### config.mk
export PLATFORM = sky130hd
export DESIGN_NAME = cls_cfg_regs
export DESIGN_NICKNAME = d
export VERILOG_FILES = /design/src/rtl/core/cls_pkg.sv /design/src/rtl/core/cls_cfg_regs.sv
export SDC_FILE = /design/constraint.sdc
export NUM_CORES = 1
export LEC_CHECK = 0
export BUFFER_PORTS_ARGS = -buffer_cell sky130_fd_sc_hd__buf_2
export CORE_ASPECT_RATIO = 1.4
export CORE_MARGIN = 1
export CORE_UTILIZATION = 47
export CTS_CLUSTER_SIZE = 28
export DETAILED_ROUTE_END_ITERATION = 8
export PLACE_DENSITY = 0.83
export SLEW_MARGIN = 25
export SYNTH_ARGS = -nofsm -noshare
export SYNTH_HDL_FRONTEND = slang
export SYNTH_SLANG_ARGS = --single-unit
### constraint.sdc
create_clock -name i_clk -period 1.5 [get_ports i_clk]
set_input_delay 0.15 -clock i_clk [delete_from_list [all_inputs] [get_ports i_clk]]
set_output_delay 0.15 -clock i_clk [all_outputs]
set_load 0.1 [all_outputs]
### src/rtl/core/cls_pkg.sv
// ----------------------------------------------------------------------------
// cls_pkg: shared types and constants of the loop-current scaler
// Item structs, configuration register indexes and the divider cell type.
// ----------------------------------------------------------------------------
package cls_pkg;

    localparam int unsigned METHANE_SCALE = 100;
    localparam int unsigned CUR_W         = 15;
    localparam int unsigned QUO_W         = 16;
    localparam int unsigned REM_W         = 48;
    localparam int unsigned SPAN_W        = 32;
    localparam int unsigned CFG_IDX_W     = 3;
    localparam int unsigned CFG_DATA_W    = 32;

    typedef enum logic [CFG_IDX_W-1:0] {
        REG_MIN_CURRENT      = 3'd0,
        REG_MAX_CURRENT      = 3'd1,
        REG_FAULT_CURRENT    = 3'd2,
        REG_METHANE_LOW_PPM  = 3'd3,
        REG_METHANE_HIGH_PPM = 3'd4,
        REG_PRESSURE_LOW_PA  = 3'd5,
        REG_PRESSURE_HIGH_PA = 3'd6
    } t_reg_idx;

    typedef struct packed {
        logic signed [31:0] methane_value;
        logic               methane_ok;
        logic signed [31:0] pressure_value;
        logic               pressure_ok;
    } t_in_item;

    typedef struct packed {
        logic               channel;
        logic [CUR_W-1:0]   loop_ua;
        logic               last;
    } t_out_item;

    typedef struct packed {
        logic [CUR_W-1:0]   min_current;
        logic [CUR_W-1:0]   max_current;
        logic [CUR_W-1:0]   fault_current;
        logic [19:0]        methane_low_ppm;
        logic [19:0]        methane_high_ppm;
        logic signed [31:0] pressure_low_pa;
        logic signed [31:0] pressure_high_pa;
    } t_cfg;

    typedef struct packed {
        logic               valid;
        logic               ch;
        logic               bypass;
        logic [CUR_W-1:0]   bval;
        logic               neg;
        logic [REM_W-1:0]   rem;
        logic [SPAN_W-1:0]  span;
        logic [QUO_W-1:0]   q;
    } t_cell;

endpackage

### src/rtl/core/cls_cfg_regs.sv
// ----------------------------------------------------------------------------
// cls_cfg_regs: configuration register file
// Holds the current limits and the two measurement ranges.
// ----------------------------------------------------------------------------
module cls_cfg_regs (
    input  logic                             i_clk,
    input  logic                             i_rst_n,
    input  logic                             i_cfg_valid,
    output logic                             o_cfg_ready,
    input  logic [cls_pkg::CFG_IDX_W-1:0]    i_cfg_index,
    input  logic [cls_pkg::CFG_DATA_W-1:0]   i_cfg_data,
    output cls_pkg::t_cfg                    o_cfg
);

    cls_pkg::t_cfg r_cfg;
    cls_pkg::t_cfg n_cfg;

    assign o_cfg_ready = 1'b1;
    assign o_cfg       = r_cfg;

    always_comb begin
        n_cfg = r_cfg;
        if (i_cfg_valid) begin
            unique case (cls_pkg::t_reg_idx'(i_cfg_index))
                cls_pkg::REG_MIN_CURRENT:      n_cfg.min_current      = i_cfg_data[14:0];
                cls_pkg::REG_MAX_CURRENT:      n_cfg.max_current      = i_cfg_data[14:0];
                cls_pkg::REG_FAULT_CURRENT:    n_cfg.fault_current    = i_cfg_data[14:0];
                cls_pkg::REG_METHANE_LOW_PPM:  n_cfg.methane_low_ppm  = i_cfg_data[19:0];
                cls_pkg::REG_METHANE_HIGH_PPM: n_cfg.methane_high_ppm = i_cfg_data[19:0];
                cls_pkg::REG_PRESSURE_LOW_PA:  n_cfg.pressure_low_pa  = i_cfg_data;
                cls_pkg::REG_PRESSURE_HIGH_PA: n_cfg.pressure_high_pa = i_cfg_data;
                default: ;
            endcase
        end
    end

    always_ff @(posedge i_clk) begin
        if (!i_rst_n) begin
            r_cfg.min_current      <= 15'd4000;
            r_cfg.max_current      <= 15'd20000;
            r_cfg.fault_current    <= 15'd3600;
            r_cfg.methane_low_ppm  <= 20'd0;
            r_cfg.methane_high_ppm <= 20'd10000;
            r_cfg.pressure_low_pa  <= 32'sd0;
            r_cfg.pressure_high_pa <= 32'sd200000;
        end else begin
            r_cfg <= n_cfg;
        end
    end

endmodule

Word level (Yosys, flattened, before mapping)

Cells that the tools add are included.

Flip-flop bits (word level): 149
Latch bits: 0
Bits in writable memories: 0
Bits in read-only memories: 0
Output and inout bits: 150
Memories kept: 0

Add/sub/neg operators: 0
Multiply operators: 0
Div/mod/pow operators: 0
$lt $le $gt $ge: 0
Eq/ne operators: 6
Shifts and indexed selects: 0
Muxes and demuxes: 0
Bitwise operators: 0
Reductions and logical operators: 8

Operator list:

| cell                 | count |
|---|---|
| $reduce_and A2 Y1    | 7 |
| $eq A3 B3 Y1 const B | 3 |
| $eq A3 B2 Y1 const B | 2 |
| $eq A3 B1 Y1 const B | 1 |
| $logic_not A3 Y1     | 1 |

Logic depth before layout (Yosys ltp)

Gate-level depths: netlist of run 1.

Depth in word-level cells: 2
Mapped depth: 5

Worst setup path before layout of run 1

No wires, ideal clock.

Kind: in2reg
Start point: input i_cfg_valid
End point: register r_cfg (netlist bit o_cfg[144])
Arrival time: 1.136 ns
Setup slack: 0.235 ns
Stages: 5
Path buffers: 3
Path through: buf_2 > or4b_1 > buf_6 > buf_6 > mux2i_1

Longest elaborated chain between the ends: 1

RTL lines:

| item                        | RTL line           | source |
|---|---|---|
| start, declared             | cls_cfg_regs.sv:8  | `input logic i_cfg_valid,` |
| $reduce_and A2 Y1 (no line) | --                 |  |
| end signal, assigned        | cls_cfg_regs.sv:47 | `r_cfg <= n_cfg;` |
| end, declared               | cls_cfg_regs.sv:15 | `cls_pkg::t_cfg r_cfg;` |

Every way passes these cells.
A chain may end at the register's enable or synchronous reset.

Worst setup path in the final report of run 1

Start point: register r_cfg (netlist bit o_cfg[144])
End point: output o_cfg[144] in the netlist's numbering

RTL lines:

| item          | RTL line           | source |
|---|---|---|
| end, declared | cls_cfg_regs.sv:12 | `output cls_pkg::t_cfg o_cfg` |

No word-level cell between the ends.

==> results of run 1 <==
==> worst paths after layout <==
path | startpoint | to | slack, ns | cells after the start
setup / recovery | o_cfg[144] | o_cfg[144] | 0.14 | 1
hold / removal | i_cfg_data[27] | o_cfg[27] | 0.02 | 3
setup reg to reg | o_cfg[89] | o_cfg[89] | 0.81 | 2
hold reg to reg | o_cfg[96] | o_cfg[96] | 0.45 | 2
==> synthesized netlist by cell type <==
cell         n  share of area [%]
nand2_1    155                 10
mux2i_1    149                 27
nor2b_1     38                4.3
nand4b_1     3               0.47
buf_6        2               0.40
buf_4        4               0.54
nor4bb_1     2               0.36
nand4bb_1    2               0.40
clkbuf_1    21                1.4
buf_2       13                1.2
or4b_1       1               0.18
and4b_1      1               0.18
dfxtp_1    149                 53
conb_1       1              0.067
==> cells in the final DEF, fill, tap and decap left out <==
master	count
clkinvlp_4	3
clkbuf_1	1
conb_1	1
clkbuf_8	1
nand4b_1	3
mux2i_1	149
buf_12	5
clkbuf_16	17
clkinv_2	5
nor4bb_1	1
dfxtp_1	149
clkinv_4	1
nor2b_1	38
nor4bb_4	1
nand4bb_2	1
buf_2	185
nand4bb_1	1
nand2_1	155
and4b_1	1
or4b_1	1
buf_4	15
bufinv_16	1
==> metal layers <==
metal / global-route usage [%] / wire length, um
met2: 41.1 / 7270
met3: 5.44 / 661
met4: 14.1 / 574
met5: 0 / 0
met1: 26.3 / 5820
==> cell type report <==
class                      instances  area, sq um
fill                             938         4200
sequential                       149         2980
multi-input combinational        352         2420
timing repair buffer             205         1140
clock buffer                      19          443
tap                              144          180
clock inverter                    10         86.3
==> report_power, final <==
group	switching, mW	total [mW]	internal, mW
logic	0.956	1.20	0.246
registers	0.0442	4.09	4.05
clock network	1.54	3.82	2.28
==> stage by stage <==
stage / hold slack [ns] / setup WS [ns] / instances / utilization, % / instance area, sq um
finish: 0.0189 / 0.145 / 879 / 63.3 / 7250
global route: 0.00903 / 0.0902 / 879 / 63.3 / 7250
CTS: 0.00354 / 0.136 / 879 / 63.3 / 7250
detailed placement: 0.434 / 0.159 / 850 / 58.7 / 6730
global placement: 0.415 / 0.189 / 850 / 58.7 / 6730
floorplan: 0.310 / 0.235 / 541 / - / 5580
==> cells by family (layout without fill, tap and decap cells) <==
logic type,after synthesis,after routing,share of synthesized area (%)
flops,149,149,53.4
buf+inv,40,234,3.52
simple gates,202,202,16.3
other cells,1,1,0.0672
mux,149,149,26.7
==> run metrics, run 1 <==
Tcrit/Tclk final 90.4%; Starting Density 48.7%; clock tree sinks 149; drt wl/cell between 15 and 20 um; Fmax 738 MHz; via count 4,481; largest net degree at the start of global routing 54; CTS tree done; total gr overflow 0; CP max stage cell buf_2; area grow syn2layout 29.9%; via-per-instance ratio between 5 and 6; clock root cell clkbuf_16; Crit Path Class flip-flop to primary output; core area 11,500 sq um; CTS Buffer Depth 2; Synth cell types 14; startpoint types flip-flop; Detail Route Antenna Nets 0; Die Wd 94.1 um; cts hold-fix bufs 0; global-route usage over all layers 23.7%; Hold WC Path Type primary input to flip-flop; power consumption approximately 9 mW; synthesized area 5580 sq um; Skew-Pair Late Insertion Delay 0.40 ns; Port Buffers approximately 190; Die Ht 131 um; Post-route DRC 0; Post-Synthesis Cells approximately 540; Crit path max-delay family buffers and inverters; initial antenna violation count 0; number of global-route vias before repair 4,375; Peak supply drop around 0.0006 V; Synthesized Nets 579; Setup Fix Bufs, Post-CTS 0; final net count 763; die footprint 12,300 sq um; flops & latches, synth 149; max reg flops 149; endpoint class of the critical path primary output; LEAKAGE 3.97 nW; # H-tree levels 4; MaxCap Viol Count 0; PD cells 1260 nW/um^2; status completed; layout cells sized above 1 32.0%; Ys Warns 0; Crit path required time 1.35 ns; RSZ-0062 raised after global routing no; WP data arrival 1.21 ns; first-pass GRT wire length 21,800 um; worst-margin pin slew between 0.5 and 0.6 ns; DRT iter0 DRCs 121; Post-DP HPWL 10,400 um; Final setup viols 0; CP max FO 2; Final Hold Fails 0; GPL Wtd Cong 0.844; Fin Setup TNS 0 ns; crit-path max cell delay 0.44 ns; Num CTS Buffers 17; Final min period ~1.4 ns; Rel. slew slack 65.4%; FP Rows 46; Pre-Repair DR Iteration Count 4; clock input transition at the sequential cells of the worst setup and hold paths ~0.060 ns; ANT cells 0; WP buf/inv 1; syn_area_per_cell 10.3 sq um; Detailed Route WL about 14,000 um; PostCTS Resize Cnt 0; crit-path cells buf_2; max-slew violation count 0; Seq/Total Area, Yosys around 53%; # IOs 188; Clock Skews 0 ns
(Power assumes the default switching activity.)
==> run 2, diff against run 1 <==
Settings changed: CORE_UTILIZATION 47 to 35, PLACE_DENSITY 0.83 to 0.67.
==> run 2 against run 1 <==
- cell area grew 3.1%
- routed wire length grew 0.71%
- hold slack lost 0.0085 ns
==> run metrics, run 2 (synthesis results as in run 1) <==
status completed; Util after Layout 47.9% (-15 points); Pre-Repair DR Iteration Count 4 (unchanged); global-route usage over all layers 17.7% (-6.0 points); Post-route DRC 0 (unchanged); Crit path required time 1.35 ns (about the same); P_sw 2.65 mW (+4.4%); Final min period 1.36 ns (+0.00114 ns); startpoint types flip-flop; first-pass GRT wire length 21,700 um (-0.32%); Worst R2R End o_cfg[10]; Num CTS Buffers 17 (unchanged); initial antenna violation count 0 (unchanged); fill cell count 1,486 (+58%); Crit Path Class flip-flop to primary output; Final Hold Fails 0 (unchanged); PostCTS Resize Cnt 0 (unchanged); # IOs 188 (unchanged); Hold Startpoint i_cfg_data[25]; via-per-instance ratio 4.58 (-10%); drt wl/cell 15.3 um (-5.9%); Hold Path Sink o_cfg[25]; hold slack 0.0105 ns (-0.00847 ns); DRT iter0 DRCs 188 (+55%); Comb pwr share 12.6% (-0.6 points); power consumption 9.67 mW (+6.1%); GPL Wtd Cong 0.734 (-13%); LEAKAGE 4.04 nW (+1.8%); Skew-Pair Late Insertion Delay 0.41 ns (about the same); Detailed Route WL 14,400 um (+0.71%); sequential power share 42.3% (-2.6 points); worst reg2reg path depth 2 (unchanged); via count 4,314 (-3.7%); dpl cells 903 (+6.2%); worst-margin pin slew 0.529 ns (+0.00702 ns); Final setup viols 0 (unchanged); R2R Path Start o_cfg[10]; post-route cell area 7480 sq um (+3.1%); area grow syn2layout 34.0%; Clk network pwr share 45.2% (+3.3 points); Peak supply drop 0.000625 V (+3.8%); Post-DP HPWL 10,300 um (-1.5%); most frequent cells in the layout buf_2 (185), nand2_1 (155), mux2i_1 (149), dfxtp_1 (149), nor2b_1 (38); total placed instance area 6810 sq um (+1.3%); multi-input logic area 2420 sq um (unchanged); Fin Setup TNS 0 ns (unchanged); layout cells sized above 1 31.9% (about the same); max reg flops 149 (unchanged); PD cells 1290 nW/um^2 (+2.9%); hold path cells 3 (unchanged); Hold WC Path Type primary input to flip-flop; MaxCap Viol Count 0 (unchanged); Port Buffers 186 (unchanged); worst reg-to-reg setup slack 0.87 ns (+0.06 ns); Crit path max-delay family buffers and inverters; RSZ-0062 raised after global routing no; sw frac 27.4% (-0.47 points); die footprint 16,500 sq um (+34%); ANT cells 0 (unchanged); Clock Skews 0 ns (unchanged); crit-path cells buf_2; clock root cell clkbuf_16; max-slew violation count 0 (unchanged); largest net degree at the start of global routing 52 (-3.7%); Die Ht 151 um (+16%); CP max FO 2 (unchanged); Fmax 737 MHz (about the same); Die Wd 109 um (+16%); clock input transition at the sequential cells of the worst setup and hold paths 0.06 ns (about the same); endpoint class of the critical path primary output; Place WS 0.167 ns (+0.00808 ns); CTS Buffer Depth 2 (unchanged); Layout Cells excl Fill 941 (+7.1%); WP buf/inv 1 (unchanged); core area 15,600 sq um (+36%); Starting Density 35.8% (-13 points); Tcrit/Tclk final 90.4% (about the same); CTS tree done; # H-tree levels 4 (unchanged); crit-path max cell delay 0.44 ns (about the same); Final WS setup 0.143 ns (-0.00114 ns); Cell Int Power 7.02 mW (+6.8%); final net count 770 (+0.92%); total gr overflow 0 (unchanged); Detail Route Antenna Nets 0 (unchanged); number of global-route vias before repair 3,976 (-9.1%); clock tree sinks 149 (unchanged); Rel. slew slack 64.9% (-0.46 points); Sequential Area 2980 sq um (unchanged); CP max stage cell buf_2; commonest non-fill, non-tap cell in the layout buf_2; FP Rows 54 (+17%); WP data arrival 1.21 ns (about the same)
[run 2: changes by cell type in the layout (fill, tap and decap cells not counted), sizes merged]
| cell | change |
|---|---|
| dlygate4sd3 | +6 |
| clkinv | -3 |
| bufinv | +2 |
| clkbuf | +2 |
| inv | +2 |
| buf | +1 |
[run 2: worst max-delay path by stage]
| stage | to | slack, ns | depth (start not counted) | from |
|---|---|---|---|---|
| after floorplan | o_cfg[144] | 0.23 | 5 | i_cfg_valid |
| after global placement | o_cfg[144] | 0.18 | 4 | i_cfg_index[0] |
| after detailed placement | o_cfg[136] | 0.17 | 4 | i_cfg_index[0] |
| after CTS | o_cfg[144] | 0.13 | 1 | o_cfg[144] |
| after global routing | o_cfg[131] | 0.10 | 1 | o_cfg[131] |
| final | o_cfg[131] | 0.14 | 1 | o_cfg[131] |
[run 2: layer usage]
metal  share of wire, %  up-vias  global-route usage (%)
met4                2.5        0                    8.04
met5                  0        -                       0
li1                   -     2163                       -
met2                 50      122                    30.2
met1                 44     2008                    21.3
met3                4.0       21                    3.57
[run 2: power by group through the flow]
stage | logic (mW) | registers (mW) | clock network (mW)
final | 1.22 | 4.09 | 4.37
after global routing | 1.27 | 4.10 | 4.65
after CTS | 1.23 | 4.09 | 4.48
after detailed placement | 1.21 | 4.17 | 0
after global placement | 1.21 | 4.17 | 0
after floorplan | 0.304 | 4.81 | 0
[run 2: cell type report]
type	instances	area share, %
Clock buffer	21	6.16
Multi-Input combinational cell	352	32.4
Tap cell	196	3.28
Timing Repair Buffer	212	16.3
Clock inverter	11	1.99
Sequential cell	149	39.9
[run 2: timing repair]
action,4_1_cts,5_1_grt
hold endpoints to repair,9,0
buffers inserted,0,0
hold buffers,6,0
