$ cat config.mk
export PLATFORM = sky130hd
export DESIGN_NAME = cls_div_cell
export DESIGN_NICKNAME = d
export VERILOG_FILES = /design/src/rtl/core/cls_pkg.sv /design/src/rtl/core/cls_div_cell.sv
export SDC_FILE = /design/constraint.sdc
export NUM_CORES = 1
export LEC_CHECK = 0
export CORE_ASPECT_RATIO = 1.25
export CORE_MARGIN = 3
export CORE_UTILIZATION = 38
export CTS_CLUSTER_DIAMETER = 200
export DETAILED_ROUTE_END_ITERATION = 10
export DONT_BUFFER_PORTS = 1
export GPL_TIMING_DRIVEN = 0
export MAX_ROUTING_LAYER = met4
export PLACE_DENSITY = 0.55
export SETUP_SLACK_MARGIN = 0.2
export SYNTH_ARGS = -nofsm -noshare
export SYNTH_HDL_FRONTEND = slang
export SYNTH_SLANG_ARGS = --single-unit
$ cat constraint.sdc
create_clock -name i_clk -period 13.5 [get_ports i_clk]
set_input_delay 2.025 -clock i_clk [delete_from_list [all_inputs] [get_ports i_clk]]
set_output_delay 2.025 -clock i_clk [all_outputs]
set_load 0.02 [all_outputs]
$ cat src/rtl/core/cls_pkg.sv
// ----------------------------------------------------------------------------
// cls_pkg: shared types and constants of the loop-current scaler
// Item structs, configuration register indexes and the divider cell type.
// ----------------------------------------------------------------------------
package cls_pkg;

    localparam int unsigned METHANE_SCALE = 100;
    localparam int unsigned CUR_W         = 15;
    localparam int unsigned QUO_W         = 16;
    localparam int unsigned REM_W         = 48;
    localparam int unsigned SPAN_W        = 32;
    localparam int unsigned CFG_IDX_W     = 3;
    localparam int unsigned CFG_DATA_W    = 32;

    typedef enum logic [CFG_IDX_W-1:0] {
        REG_MIN_CURRENT      = 3'd0,
        REG_MAX_CURRENT      = 3'd1,
        REG_FAULT_CURRENT    = 3'd2,
        REG_METHANE_LOW_PPM  = 3'd3,
        REG_METHANE_HIGH_PPM = 3'd4,
        REG_PRESSURE_LOW_PA  = 3'd5,
        REG_PRESSURE_HIGH_PA = 3'd6
    } t_reg_idx;

    typedef struct packed {
        logic signed [31:0] methane_value;
        logic               methane_ok;
        logic signed [31:0] pressure_value;
        logic               pressure_ok;
    } t_in_item;

    typedef struct packed {
        logic               channel;
        logic [CUR_W-1:0]   loop_ua;
        logic               last;
    } t_out_item;

    typedef struct packed {
        logic [CUR_W-1:0]   min_current;
        logic [CUR_W-1:0]   max_current;
        logic [CUR_W-1:0]   fault_current;
        logic [19:0]        methane_low_ppm;
        logic [19:0]        methane_high_ppm;
        logic signed [31:0] pressure_low_pa;
        logic signed [31:0] pressure_high_pa;
    } t_cfg;

    typedef struct packed {
        logic               valid;
        logic               ch;
        logic               bypass;
        logic [CUR_W-1:0]   bval;
        logic               neg;
        logic [REM_W-1:0]   rem;
        logic [SPAN_W-1:0]  span;
        logic [QUO_W-1:0]   q;
    } t_cell;

endpackage

$ cat src/rtl/core/cls_div_cell.sv
// ----------------------------------------------------------------------------
// cls_div_cell: one restoring division step
// Tries the divisor shifted by a fixed amount and retires one quotient bit.
// ----------------------------------------------------------------------------
module cls_div_cell (
    input  logic              i_clk,
    input  logic              i_rst_n,
    input  logic              i_en,
    input  logic [3:0]        i_shift,
    input  cls_pkg::t_cell    i_cell,
    output cls_pkg::t_cell    o_cell
);

    cls_pkg::t_cell r_cell;
    cls_pkg::t_cell n_cell;
    logic [cls_pkg::REM_W-1:0] div_sh;
    logic                      take;

    always_comb begin
        div_sh = cls_pkg::REM_W'(i_cell.span) << i_shift;
        take   = i_cell.rem >= div_sh;
        n_cell = i_cell;
        if (take) begin
            n_cell.rem = i_cell.rem - div_sh;
        end
        n_cell.q = {i_cell.q[cls_pkg::QUO_W-2:0], take};
    end

    always_ff @(posedge i_clk) begin
        if (!i_rst_n) begin
            r_cell <= '0;
        end else if (i_en) begin
            r_cell <= n_cell;
        end
    end

    assign o_cell = r_cell;

endmodule
# Word level (Yosys, flattened, before mapping)
# Index checks and enable logic that the tools add are counted.
dict set report op_classes {
  addsub 1
  n_mul 0
  n_div 0
  n_lt_le_gt_ge 1
  n_eq_ne 0
  n_shift 1
  mux 1
  bitwise_logic 0
  reduce_logical 0
}
# operator count
set ops {}
lappend ops {{greater-or-equal comparator 48 bit} 1}
lappend ops {{two-way mux 48 bit} 1}
lappend ops {{<< shifter 32 x 4 -> 48 bit} 1}
lappend ops {{subtractor 48 bit} 1}
dict set report word_totals {
  ff_bits 115
  latch_bits 0
  ram_bits 0
  mem_bits_ro 0
  in_bits 122
  out_inout_bits 115
  wordCells 12
  mem_count 0
}

# Depth between registers and ports, before layout
# Gate-level depths: netlist (run 1).
dict set report depth {
  depth_word 3
  ltp_mapped 19
  ltp_nobuf 17
}

# Worst setup path after synthesis (run 1)
# No wires, ideal clock.
dict set report synth_timing {
  kind {input to register}
  from {in i_shift[0]}
  to {reg r_cell, in the netlist o_cell[49]}
  setup_ps 70
  arrival_time_ps 5901
  t_required_ps 13430
  slack_ps 7529
  cell_stages 18
  n_path_buf 4
  cell_sequence {clkbuf_1 > clkbuf_1 > mux2i_1 > mux2i_1 > nand2_1 > o21ai_0 > o21ai_0 > ha_1 > buf_2 > nand2_1 > or4_1 > nor3_1 > a21boi_2 > nor3_1 > o31ai_4 > buf_6 > mux2_2 > a21oi_1}
}
dict set report synth_via {
  elab_chain_len 3
  word_cells_on_any_way 4
  cone_classes {add/sub (1); order compare (1); shift (1); mux (1)}
}
# element line
set synth_rtl {}
lappend synth_rtl {{start, declared} cls_div_cell.sv:9} ;# input logic [3:0] i_shift,
lappend synth_rtl {{<< shifter 32 x 4 -> 48 bit *} cls_div_cell.sv:20} ;# div_sh = cls_pkg::REM_W'(i_cell.span) << i_shift;
lappend synth_rtl {{subtractor 48 bit / greater-or-equal comparator 48 bit (equally long branches)} {cls_div_cell.sv:24, cls_div_cell.sv:21}}
lappend synth_rtl {{two-way mux 48 bit *} cls_div_cell.sv:23} ;# if (take) begin
lappend synth_rtl {{end signal, assigned} cls_div_cell.sv:33} ;# r_cell <= n_cell;
lappend synth_rtl {{end, declared} cls_div_cell.sv:14} ;# cls_pkg::t_cell r_cell;
# Mark *: on every way between the ends. The rest lies on a longest branch, timed or not.
# A chain may end at the register's enable or synchronous reset.

# Final worst setup path (run 1)
dict set report layout_timing {
  from {in i_shift[0]}
  to {reg r_cell, in the netlist o_cell[88]}
}
# Same word-level chain as after synthesis.

==> impl_metrics.ini, run 1 <==
[outcome]
outcome = complete, no violations

[place]
place_area_um2 = 9090
dp_cells = 1365
numPortBuffers = 0
dp_slack_ns = 6.41
dp_hpwl_um = 25200
finalWeightedCongestion = 0.946

[cells_and_area]
largest_reg_flops = 115
antennaDiodeCount = 0
fin_util = 0.432
finalNonFillerCells = 1397
finalInstanceArea_um2 = 9700
drive_above_1_share = 0.0817
layout.nets = 1272
area_growth_pct = 11.0

[sta]
min_period_over_period = 0.501
hold_slack_ns = 0.568
setup_viol = 0
clock.fmax_mhz = 148
grt_setup_unrepaired = no
period_minus_slack_ns = 6.77
final.setup.tns_ns = 0
slew_headroom = 0.407
fin_skew_ns = 0
tightest_slew_ns = 0.889
finalHoldViolations = 0
timing.final.ws_setup_ns = 6.73
finalMaxSlewViolations = 0

[clock_tree]
post_cts.repair.setup_buffers = 0
h-tree-depth = 4
cts_tree = yes
clk_pin_slew_worst_paths_ns = 0.07
postCtsResizedCells = 0
hold_buffers = 0
root_buffer = clkbuf_16
cts_buffer_depth = 2
clock_sinks = 115
insertion_delay_ns = 0.43
numCtsBuffers = 17

[pwr]
finalPower_mw = 1.30
pwr_density_cell_nw_per_um2 = 134
total_leakage_power_nw = 4.18
peakVddDrop_mv = 0.0887

[critical_path]
crit_type = input pin to register
cpPeakStageDelay_ns = 0.57
cpMostUsedCell = clkbuf_1
arrival_ns = 7.12
crit_end = o_cell[88]
reg2regPathDepth = 2
crit_path_start_kind = input pin
worstPathMaxFanout = 10
crit_path_start = i_shift[0]
r2r_slack_ns = 12.57
worst-endpoint-required_ns = 13.85
timing.rr.end = o_cell[90]
slowest_stage = nor4_1
endpoint_kind = register
path_cells = clkbuf_1 -> clkbuf_1 -> a211oi_1 -> a21oi_1 -> mux2i_1 -> nand2_1 -> o21ai_0 -> ha_1 -> clkbuf_1 -> nand2_1 -> nor4_1 -> o211ai_1 -> a21boi_2 -> nor3_1 -> o31ai_4 -> buf_6 -> nand3_1 -> o21ai_0
r2r_start = o_cell[90]

[detailed_routing]
avgRoutedWirePerCell_um = 22.3
dr.pass1.iters = 7
routed_wl_um = 31200
via_per_inst = 5.86
drc = 0
num_vias = 8185
drtAntennaViolNets = 0
drt_iter0_drc = 463

[synth]
synth.most_common_cell = mux2i_1
synthesis.area_um2 = 8740
ys_seq_area_frac = 0.264
synth_ff_type = dfxtp_1
syn_inst = 1082
synth_area_per_cell_um2 = 8.07
yosysTopAreaCellShare = 0.264
ys_ff_latch = 115
synth_enable_flop_cells = 0
synthTopCellsByCount = mux2i_1 (129), nor2_1 (123), dfxtp_1 (115), o21ai_0 (101), a21oi_1 (99)
synthTopCellsByArea = dfxtp_1 (26%), mux2i_1 (15%), ha_1 (6.9%)
async_flop_share = 0
syn_nets = 1253
yosysWarnings = 0
synth.distinct_cells = 58
yosys.area.top_type = dfxtp_1

[global_routing]
grt_pass1_vias = 8110
antenna_found_initial = 0
grt-ovfl-total = 0
grt_max_degree = 17
grt_pass1_wl_um = 47000
track_usage = 0.250

[die]
fp.dieH_um = 176
ios = 237
row_count = 61
initial_core_util = 0.389
dieArea_um2 = 24900
core-area_um2 = 22400
die_x_um = 142

[min_path]
min_path_type = register to register

[flow_run]
maxCapViolations = 0
==> routing by layer <==
| layer | part of all wire | GRT usage |
|---|---|---|
| met5 | 0 | - |
| met4 | 0.028 | 0.0828 |
| met3 | 0.096 | 0.0822 |
| met2 | 0.49 | 0.421 |
| met1 | 0.39 | 0.279 |
==> critical path: cells and delay by family <==
| kind | cells | cell delay [ns] |
|---|---|---|
| AO/OA/AOI/OAI | 7 | 1.87 |
| buffers and inverters | 4 | 1.52 |
| AND/OR/NAND/NOR | 5 | 1.18 |
| adder cells (fa/ha/maj) | 1 | 0.32 |
| multiplexers | 1 | 0.17 |
==> final cells by class <==
| type | count | area (um2) |
|---|---|---|
| Sequential cell | 115 | 2300 |
| Clock inverter | 15 | 185 |
| Fill cell | 2342 | 12700 |
| Clock buffer | 17 | 425 |
| Multi-Input combinational cell | 866 | 6030 |
| Inverter | 26 | 97.6 |
| Tap cell | 283 | 354 |
| Buffer | 75 | 307 |
==> worst min-delay path by stage <==
stage / startpoint / end / slack [ns] / depth (start not counted)
2_1_floorplan: o_cell[0] / o_cell[0] / 0.55 / 2
3_3_place_gp: o_cell[0] / o_cell[0] / 0.56 / 2
3_5_place_dp: o_cell[0] / o_cell[0] / 0.57 / 2
4_1_cts: o_cell[0] / o_cell[0] / 0.58 / 2
5_1_grt: o_cell[0] / o_cell[0] / 0.60 / 2
6_report: o_cell[0] / o_cell[0] / 0.57 / 2
==> where the power goes <==
group | internal, mW | switching (mW) | total [mW]
clock network | 0.282 | 0.207 | 0.489
registers | 0.369 | 0.0579 | 0.427
logic | 0.151 | 0.231 | 0.382
total | 0.803 | 0.496 | 1.30
==> cell usage in the layout, fill, tap and decap left out, drive strengths merged, types with 13 or more instances in the layout <==
cell type,instances
ha,48
dfxtp,115
mux2i,129
xnor2,20
a21o,20
nand4,17
a21oi,99
inv,36
a31oi,20
mux4,16
nor2,123
nand3,18
buf,21
nand2,86
xor2,19
o21ai,104
a211oi,13
mux2,19
clkbuf,71
==> kinds of logic after synthesis <==
| kind of cell | after synthesis | synth area share |
|---|---|---|
| AOI/OAI and AO/OA | 309 | 0.211 |
| xor gates and xnor gates | 39 | 0.0391 |
| adders and majority gates | 49 | 0.0710 |
| buffers and inverters | 101 | 0.0463 |
| DFF | 115 | 0.264 |
| muxes | 164 | 0.214 |
| and+or+nand+nor | 305 | 0.156 |
No activity file was read; power rests on OpenSTA's default activity.
==> run 2: changes to the inputs <==
--- a/config.mk
+++ b/config.mk
@@ -5,6 +5,7 @@
 export SDC_FILE = /design/constraint.sdc
 export NUM_CORES = 1
 export LEC_CHECK = 0
+export ABC_AREA = 1
 export CORE_ASPECT_RATIO = 1.25
 export CORE_MARGIN = 3
 export CORE_UTILIZATION = 38
@@ -13,7 +14,7 @@
 export DONT_BUFFER_PORTS = 1
 export GPL_TIMING_DRIVEN = 0
 export MAX_ROUTING_LAYER = met4
-export PLACE_DENSITY = 0.55
+export PLACE_DENSITY = 0.57
 export SETUP_SLACK_MARGIN = 0.2
 export SYNTH_ARGS = -nofsm -noshare
 export SYNTH_HDL_FRONTEND = slang
==> constraint.sdc (replaced) <==
create_clock -name i_clk -period 5.85 [get_ports i_clk]
set_input_delay 0.8775 -clock i_clk [delete_from_list [all_inputs] [get_ports i_clk]]
set_output_delay 0.8775 -clock i_clk [all_outputs]
set_load 0.02 [all_outputs]
==> run 2 against run 1 <==
Against the previous run:
- clock-buffer cell count did not move
- flip-flop and latch count did not move
- synthesized cell count rose by 66%
- worst setup slack got worse by 5.8 ns
- via count rose by 39%
- register-to-register slack got worse by 7.6 ns
- critical path type unchanged
- largest power group unchanged
==> impl_metrics.ini, run 2 <==
[critical_path]
cpMostUsedCell = nand2_1
reg2regPathDepth = 2
endpoint_kind = register
r2r_slack_ns = 4.99
cpPeakStageDelay_ns = 0.45
r2r_start = o_cell[75]
crit_type = input pin to register
slowest_stage = clkbuf_1
worstPathMaxFanout = 10
arrival_ns = 5.22
path_cells = clkbuf_1 -> inv_1 -> buf_2 -> clkbuf_1 -> nand2_1 -> nand3_1 -> nand2_1 -> o21ai_0 -> o21ai_0 -> ha_1 -> nand2_1 -> inv_1 -> nand2_1 -> nand2_1 -> a21oi_1 -> nand2_1 -> nand2_1 -> nand4_4 -> buf_4 -> o21ai_1 -> nand2_1 -> nand2_1 -> inv_1
timing.rr.end = o_cell[75]
worst-endpoint-required_ns = 6.18
crit_path_start_kind = input pin

[detailed_routing]
num_vias = 11400
drtAntennaViolNets = 0
via_per_inst = 5.26
routed_wl_um = 42400
drt_iter0_drc = 778
dr.pass1.iters = 9
drc = 0
avgRoutedWirePerCell_um = 19.6

[global_routing]
antenna_found_initial = 0
grt-ovfl-total = 0
grt_pass1_vias = 11600
track_usage = 0.306
grt_max_degree = 17
grt_pass1_wl_um = 64000

[cells_and_area]
drive_above_1_share = 0.0449
largest_reg_flops = 115
final_cell_mix = nand2_1 (550), nor2_1 (284), inv_1 (210)
finalNonFillerCells = 2160
layout.nets = 1983
antennaDiodeCount = 0
final_common_cell = nand2_1
area_growth_pct = 10.3

[synth]
synthTopCellsByArea = dfxtp_1 (23%), nand2_1 (21%), nor2_1 (11%)
synth_area_per_cell_um2 = 5.59
yosys.area.top_type = dfxtp_1
synth_compound_area_frac = 0.141
synth_xor_area_frac = 0.0236
synth.most_common_cell = nand2_1
synth.area.mux_share = 0.00699
synth.distinct_cells = 37
synth_adder_area_share = 0.0620
synthSimpleGateAreaFrac = 0.420
synth_enable_flop_cells = 0
ys_ff_latch = 115
yosysTopAreaCellShare = 0.230
yosysWarnings = 0
synth_ff_type = dfxtp_1
ys_seq_area_frac = 0.230
synthTopCellsByCount = nand2_1 (550), nor2_1 (284), inv_1 (210), o21ai_0 (167), dfxtp_1 (115)
synth_top_family_by_area = simple AND/OR/NAND/NOR gates
syn_inst = 1793
synthesis.area_um2 = 10000
async_flop_share = 0
syn_nets = 1964

[outcome]
outcome = complete, no violations

[sta]
slew_headroom = 0.386
period_minus_slack_ns = 4.88
grt_setup_unrepaired = no
tightest_slew_ns = 0.921
finalHoldViolations = 0
fin_skew_ns = 0
min_period_over_period = 0.835
setup_viol = 0
clock.fmax_mhz = 205
final.setup.tns_ns = 0
finalMaxSlewViolations = 0

[place]
dp_cells = 2128
numPortBuffers = 0
dp_hpwl_um = 35700
finalWeightedCongestion = 0.996

[min_path]
min_path_type = input pin to register
min-delay-start = i_cell[24]
min_to = o_cell[24]
whs_path_depth = 2

[die]
core-area_um2 = 25600
row_count = 65
initial_core_util = 0.391
fp.dieH_um = 188
die_x_um = 151
dieArea_um2 = 28400
ios = 237

[clock_tree]
clock_sinks = 115
insertion_delay_ns = 0.43
root_buffer = clkbuf_16
post_cts.repair.setup_buffers = 0
cts_buffer_depth = 2
postCtsResizedCells = 0
cts_tree = yes
clk_pin_slew_worst_paths_ns = 0.06
hold_buffers = 0
h-tree-depth = 4
numCtsBuffers = 17

[pwr]
peakVddDrop_mv = 0.198
pwr_density_cell_nw_per_um2 = 279
total_leakage_power_nw = 5.59

[flow_run]
maxCapViolations = 0
-- run 2: changes by cell type in the layout (fill, tap and decap cells not counted), moves of 66 or more --
cell and change:
nand3_1 +87, inv_1 +186, nand2_1 +465, o21ai_0 +66, mux2i_1 -122, nor2_1 +161
-- run 2: per-layer routing --
metal,GRT usage,up-vias,wire [um],part of all wire
li1,-,5719,-,-
met1,0.327,5146,15900,0.38
met2,0.533,405,21300,0.50
met3,0.0720,94,3280,0.077
met4,0.133,0,1890,0.045
met5,-,-,0,0
-- run 2: worst max-delay path by stage --
stage | start | to | slack, ns | cells after the start
2_1_floorplan | i_shift[0] | o_cell[76] | 2.09 | 21
6_report | i_shift[0] | o_cell[56] | 0.97 | 23
5_1_grt | i_shift[0] | o_cell[56] | 0.75 | 25
3_3_place_gp | i_shift[0] | o_cell[56] | 0.68 | 22
4_1_cts | i_shift[0] | o_cell[56] | 1.11 | 23
3_5_place_dp | i_shift[0] | o_cell[56] | 0.65 | 23
-- run 2: logic make-up after synthesis --
kind of cell,after synthesis
mux,7
xor+xnor,27
compound gates,276
buf+inv,300
simple gates,1019
flops,115
fa+ha+maj,49
-- run 2: where the power goes --
group / total (mW) / switching, mW / internal, mW
clock: 1.10 / 0.492 / 0.613
combinational: 0.991 / 0.680 / 0.310
sequential: 0.987 / 0.133 / 0.854
total: 3.08 / 1.31 / 1.78
-- run 2: cell type report --
type	count	area (um2)
inverters	221	830
flip-flops and latches	115	2300
clock buffers	17	425
clock inverters	15	184
fillers	2909	14600
plain buffers	79	345
multi-input cells	1378	6540
well taps	335	419
-- run 2: metrics by stage --
step	total power [mW]	cell area, um2	setup slack (ns)	util	hold WS (ns)
after floorplan	1.68	10000	2.09	-	0.545
after detailed placement	1.98	10400	0.649	0.407	0.565
after CTS	3.08	11000	1.11	0.431	0.562
after global placement	1.98	10400	0.676	0.407	0.564
after global routing	3.26	11000	0.753	0.431	0.566
final	3.08	11000	0.965	0.431	0.571
-- run 2: worst max-delay path: cells and delay by family --
kind / cells / cell delay [ns]
AOI/OAI and AO/OA: 4 / 1.36
adders and majority gates: 1 / 0.41
buffers and inverters: 7 / 1.31
and+or+nand+nor: 11 / 1.27
